File: src/rtl/sem_pkg.sv
// ----------------------------------------------------------------------------
// sem_pkg
// Shared types and constants of the RGB Sobel edge magnitude block.
// ----------------------------------------------------------------------------
package sem_pkg;

   localparam int unsigned SizeWidth = 11;
   localparam int unsigned PixWidth  = 24;
   localparam int unsigned SumWidth  = 17;
   localparam int unsigned RootSteps = 9;

   typedef enum logic [0:0] {
      CSR_FRAME_WIDTH  = 1'b0,
      CSR_FRAME_HEIGHT = 1'b1
   } csr_index_type;

   typedef struct packed {
      logic       kind;
      logic [7:0] red_in;
      logic [7:0] green_in;
      logic [7:0] blue_in;
   } req_type;

   typedef struct packed {
      logic [7:0] red_out;
      logic [7:0] green_out;
      logic [7:0] blue_out;
      logic       frame_end;
   } rsp_type;

   // One digit-pair step of the restoring square root, handed down the chain.
   // The partial root is kept scaled by the current trial bit, so it needs
   // the full width of the remainder.
   typedef struct packed {
      logic                valid;
      logic                last;
      logic [2:0][17:0]    rem;
      logic [2:0][17:0]    root;
   } root_stage_type;

endpackage

File: src/rtl/sem_root_cell.sv
// ----------------------------------------------------------------------------
// sem_root_cell
// One cell of the square root chain: resolves one root bit for three channels.
// ----------------------------------------------------------------------------
module sem_root_cell import sem_pkg::*; #(
   parameter int unsigned STEP = 0
) (
   input  logic           clock,
   input  logic           reset,
   input  logic           advance,
   input  root_stage_type prev,
   output root_stage_type next
);
   localparam int unsigned Shift = 2 * (RootSteps - 1 - STEP);
   root_stage_type next_in;
   root_stage_type next_ff;

   always_comb begin
      logic [17:0] bitv;
      logic [17:0] trial;
      next_in = prev;
      bitv    = 18'(1) << Shift;
      for (int ch = 0; ch < 3; ch++) begin
         trial = prev.root[ch] + bitv;
         if (prev.rem[ch] >= trial) begin
            next_in.rem[ch]  = prev.rem[ch] - trial;
            next_in.root[ch] = (prev.root[ch] >> 1) + bitv;
         end else begin
            next_in.root[ch] = prev.root[ch] >> 1;
         end
      end
   end

   always_ff @(posedge clock) begin
      if (reset) begin
         next_ff.valid <= 1'b0;
      end else if (advance) begin
         next_ff.valid <= next_in.valid;
      end
      if (advance) begin
         next_ff.last <= next_in.last;
         next_ff.rem  <= next_in.rem;
         next_ff.root <= next_in.root;
      end
   end

   assign next = next_ff;
endmodule

File: config.mk
export PLATFORM = sky130hd
export DESIGN_NAME = sem_root_cell
export DESIGN_NICKNAME = d
export VERILOG_FILES = /design/src/rtl/sem_pkg.sv /design/src/rtl/sem_root_cell.sv
export SDC_FILE = /design/constraint.sdc
export NUM_CORES = 1
export LEC_CHECK = 0
export ABC_AREA = 1
export BUFFER_PORTS_ARGS = -buffer_cell sky130_fd_sc_hd__buf_2
export CAP_MARGIN = 10
export CORE_AREA = 5 5 134 123
export DETAILED_ROUTE_END_ITERATION = 6
export DIE_AREA = 0 0 139 128
export MAX_ROUTING_LAYER = met4
export PLACE_DENSITY = 0.81
export SYNTH_ARGS = -nofsm -noshare
export SYNTH_HDL_FRONTEND = slang
export SYNTH_SLANG_ARGS = --single-unit
File: constraint.sdc
create_clock -name clock -period 2.8 [get_ports clock]
set_input_delay 0.56 -clock clock [delete_from_list [all_inputs] [get_ports clock]]
set_output_delay 0.56 -clock clock [all_outputs]
set_load 0.03 [all_outputs]
; After elaboration in Yosys (flattened, before gate mapping)
; Index checks and enable logic that the tools add are counted.
[word_totals]
ff_bits = 110
in_bits = 113
out_inout_bits = 110
wordCells = 29
[op_classes]
n_addsub = 9
magnitude_cmp = 3
n_mux = 6
[op_table]
columns = op, count
row1 = adder 17 x 17 -> 18 bit (second input constant), 3
row2 = adder 18 x 17 -> 18 bit (second input constant), 3
row3 = greater-or-equal comparator 18 bit, 3
row4 = 2-to-1 mux 18 bit, 3
row5 = subtractor 18 bit, 3
row6 = 2-to-1 mux 17 bit, 3

; Logic depth before layout (Yosys ltp)
[logic_depth]
word_depth = 3
ltp_mapped = 14
depth_no_buf = 13

; Least setup slack after synthesis
; OpenSTA, ideal clock, no wires.
[synth_timing]
kind = in2reg
from = input prev[54] (netlist name)
to = register next_ff (netlist bit next[70]) (data pin)
setup_time_ns = 0.130
t_arrival_ns = 2.037
required_ns = 2.670
slack_ns = 0.633
path_stages = 14
path_buffers = 1
path_cell_list = inv_1 -> ha_1 -> inv_1 -> fa_1 -> nand3_1 -> nand3_2 -> nand2_1 -> nand2_2 -> nand2_1 -> nand2_1 -> nand2_4 -> buf_6 -> nand3_1 -> nand2_1
[synth_rtl]
columns = item, line_no
row1 = "start, declared", sem_root_cell.sv:11  ; input root_stage_type prev,
row2 = "end, declared", sem_root_cell.sv:16  ; root_stage_type next_ff;

==> parameters.txt <==
Parameter                              Value

Run status
  Run status    finished, final reports clean

Timing
  Total Neg Setup Slack    0 ns
  Post-route minimum period    2.198 ns
  Total count of hold-check failures in the final report    0
  Final Setup Violations    0
  Highest Clock Rate    0.4549 GHz
  RSZ-0062 raised after global routing    no
  Post-Route Skew    0 ns
  Period utilization    0.7851
  Pin slew with the least headroom to its limit    0.5101 ns
  Worst max-slew margin expressed relative to the limit    0.6592
  Max Transition Viols Final    0

Flow run
  Max-cap violation count    0

Power
  Logic pwr share    0.350
  PnR Total Power    slightly above 0.005 W
  Switching power as a share of total power    0.3705
  Peak supply drop    0.4389 mV
  Sequential share of power    0.410
  Internal Power    0.003239 W
  Sw Pwr    0.001906 W
  Part of the power in the clock network    0.240
  Power Dens Cells    about 550 nW/µm²
  Reported leakage power    4.961 nW

Synthesis
  Largest family of logic cells by synthesized area    simple AND/OR/NAND/NOR gates
  Dominant cells by area after synthesis    sky130_fd_sc_hd__edfxtp_1 42%, sky130_fd_sc_hd__nand2_1 17%, sky130_fd_sc_hd__ha_1 8.7%
  Synth warnings    0
  Instance count of the mapped netlist    991
  Post-synth net total    around 1,200
  Area fraction of the dominant cell type after synthesis    0.4205
  Number of distinct library cells after synthesis    33
  Seq/Total Area, Yosys    0.4231
  #FFs+latches synth    110
  Xor/xnor cell area share of the yosys netlist    0.03263
  Avg Synthesized Cell Area    7.854 µm²
  Adder-cell share of the synthesized area    0.09452
  Total standard cell area after synthesis    7784 µm²
  Post-synthesis cell type with the largest combined area    sky130_fd_sc_hd__edfxtp_1
  Mux cell area share after synthesis    0.001286
  Simple logic cell fraction of the synthesized area    0.3237
  Share of the synthesized area in compound gates (AO/OA/AOI/OAI)    0.03810

Route
  Via count    7,141
  Drt first-iter violations    513
  Routed WL    a little over 20 mm
  Number of iterations in the first detailed-routing pass    5
  WL/cell    14.14 µm
  Via density per instance    5.004
  Post-DRT Antenna Nets    0
  Number of remaining DRC errors    0

GRT
  Number of antenna violations at the first check in global routing    0
  Global-route total usage across every layer    0.2350
  Maximum number of pins on one net before global-route repair    64
  Wire length of the first global-routing pass    between 30 and 40 mm
  Via count of the first global-routing pass    7,042
  Overflow after GRT    0

Critical path
  Classification of the worst setup path    in -> reg
  Crit path DAT    2.29 ns
  Maximum cell stage delay along the critical path    between 0.3 and 0.4 ns
  Element type at the critical path end    flop
  Worst R2R Path Depth    2
  Type of element launching the critical path    primary input
  Required @ worst endpoint    2.89 ns
  Cell breakdown of the critical path    buf_2 -> inv_1 -> ha_1 -> inv_1 -> fa_1 -> nand3_1 -> nand3_2 -> nand2_1 -> nand2_2 -> nand3_2 -> nand3_1 -> nand2_1
  Crit-path slowest cell    sky130_fd_sc_hd__nand3_2
  Highest net fanout along the worst path    17

Clock tree
  Number of post-CTS setup repair buffers    0
  Deepest level of the CTS H-tree    3
  Number of buffers between clock root and the deepest sink    2
  CTS tree    built
  Number of clock sinks    110
  Post-cts repair resize count    0
  Clock transition at the register clock pins on the worst setup and hold paths after CTS    0.08 ns
  Insertion delay of the later-clocked pin in the worst-skew pair    between 0.3 and 0.4 ns
  Hold bufs inserted after CTS    0
  Master cell of the clock root buffer    sky130_fd_sc_hd__clkbuf_16
  Clock buffer count from CTS    9

Floorplanning
  Die Outline Area    ~18,000 µm²
  Core Box Area    around 15,000 µm²
  Height of the die    between 100 and 150 µm
  Initial standard-cell utilization of the core    0.5167
  Width of the die    139 µm
  Standard-cell rows    43
  Number of placed I/O pins    223

Hold path
  Min-delay worst type    in -> reg
  Hold depth    2

Layout
  Post-synthesis to final-layout area growth    20.77%
  Count of non-filler cells in the finished layout    1,427
  Net count of the finished layout    1,390
  Layout cells sized above 1    0.2310
  Max FFs per register    110
  Antenna cell count    0

Placement
  Count of buffers inserted at the top-level ports    222
  Placed cells    around 1,400
  Gp weighted congestion    0.9756
  DPL Wire Length    16.29 mm
==> logic make-up after synthesis <==
logic type               after synthesis
AND/OR/NAND/NOR                      577
buffers and inverters                164
flip-flops                           110
adder cells (fa/ha/maj)               57
AO/OA/AOI/OAI                         53
XOR/XNOR                              29
multiplexers                           1
==> stage by stage <==
stage | util | cell area, µm² | hold WS, ns | setup WS [ns]
finish | 0.6240 | 9400 | 0.3561 | 0.6017
global placement | 0.6053 | 9119 | 0.4774 | 0.2775
detailed placement | 0.6053 | 9119 | 0.4943 | 0.2359
floorplan | - | 7784 | 0.6299 | 0.6330
CTS | 0.6240 | 9400 | 0.3341 | 0.6255
global route | 0.6240 | 9400 | 0.3664 | 0.4286
==> layout by cell type, fill, tap and decap left out, types with 4 or more instances in the layout <==
cell / count
sky130_fd_sc_hd__nand2_1: 347
sky130_fd_sc_hd__buf_2: 221
sky130_fd_sc_hd__inv_1: 146
sky130_fd_sc_hd__nand3_1: 109
sky130_fd_sc_hd__edfxtp_1: 109
sky130_fd_sc_hd__nor2_1: 65
sky130_fd_sc_hd__ha_1: 54
sky130_fd_sc_hd__a21oi_1: 35
sky130_fd_sc_hd__xor2_1: 26
sky130_fd_sc_hd__nand3b_1: 20
sky130_fd_sc_hd__o21ai_0: 9
sky130_fd_sc_hd__clkbuf_16: 9
sky130_fd_sc_hd__nand2_2: 8
sky130_fd_sc_hd__buf_4: 8
sky130_fd_sc_hd__nor2_2: 7
sky130_fd_sc_hd__inv_2: 6
sky130_fd_sc_hd__nand4_1: 5
sky130_fd_sc_hd__nor3_1: 5
sky130_fd_sc_hd__nand3_2: 4
==> critical path: cells and delay by family <==
family	cells	cell delay, ns
simple gates	7	0.99
buf+inv	3	0.27
fa+ha+maj	2	0.46
==> final timing paths <==
| path | start | to | slack (ns) |
|---|---|---|---|
| worst min register to register | next[109] | next[109] | 0.53 |
| worst min-delay path | reset | next[109] | 0.36 |
| worst max register to register | next[109] | next[109] | 2.20 |
| worst max-delay path | prev[72] | next[73] | 0.60 |
==> Yosys cell counts, drive strengths merged <==
cell type / count
nor3: 5
inv: 152
nand2: 356
a21boi: 1
ha: 54
xor2: 26
nor2: 75
fa: 3
buf: 12
o21ai: 13
mux2i: 1
nand3: 114
o21bai: 1
xnor2: 3
a21oi: 38
nand3b: 20
dfxtp: 1
nand4: 7
edfxtp: 109
==> power groups by stage <==
| stage | Combinational (W) | Clock, W | Sequential [W] |
|---|---|---|---|
| 6_report | 0.00180 | 0.00124 | 0.00211 |
| 5_1_grt | 0.00198 | 0.00134 | 0.00213 |
| 4_1_cts | 0.00180 | 0.00127 | 0.00211 |
| 3_5_place_dp | 0.00179 | 0 | 0.00215 |
| 3_3_place_gp | 0.00177 | 0 | 0.00214 |
| 2_1_floorplan | 0.000857 | 0 | 0.00256 |
==> per-layer routing <==
metal,vias to the layer above,GRT usage,wire length [µm]
li1,3657,-,-
met1,3185,0.2981,8874
met2,265,0.3819,9391
met3,34,0.05558,1540
met4,0,0.06387,367
met5,-,-,0
==> layout make-up <==
cell class,instances,area [µm²]
Clock inverter,7,56.30
Timing Repair Buffer,230,1186
Sequential cell,110,3293
Tap cell,202,252.7
Clock buffer,9,225.2
Multi-Input combinational cell,717,3816
Inverter,152,570.5
Fill cell,1363,5664
(Power assumes the default switching activity.)
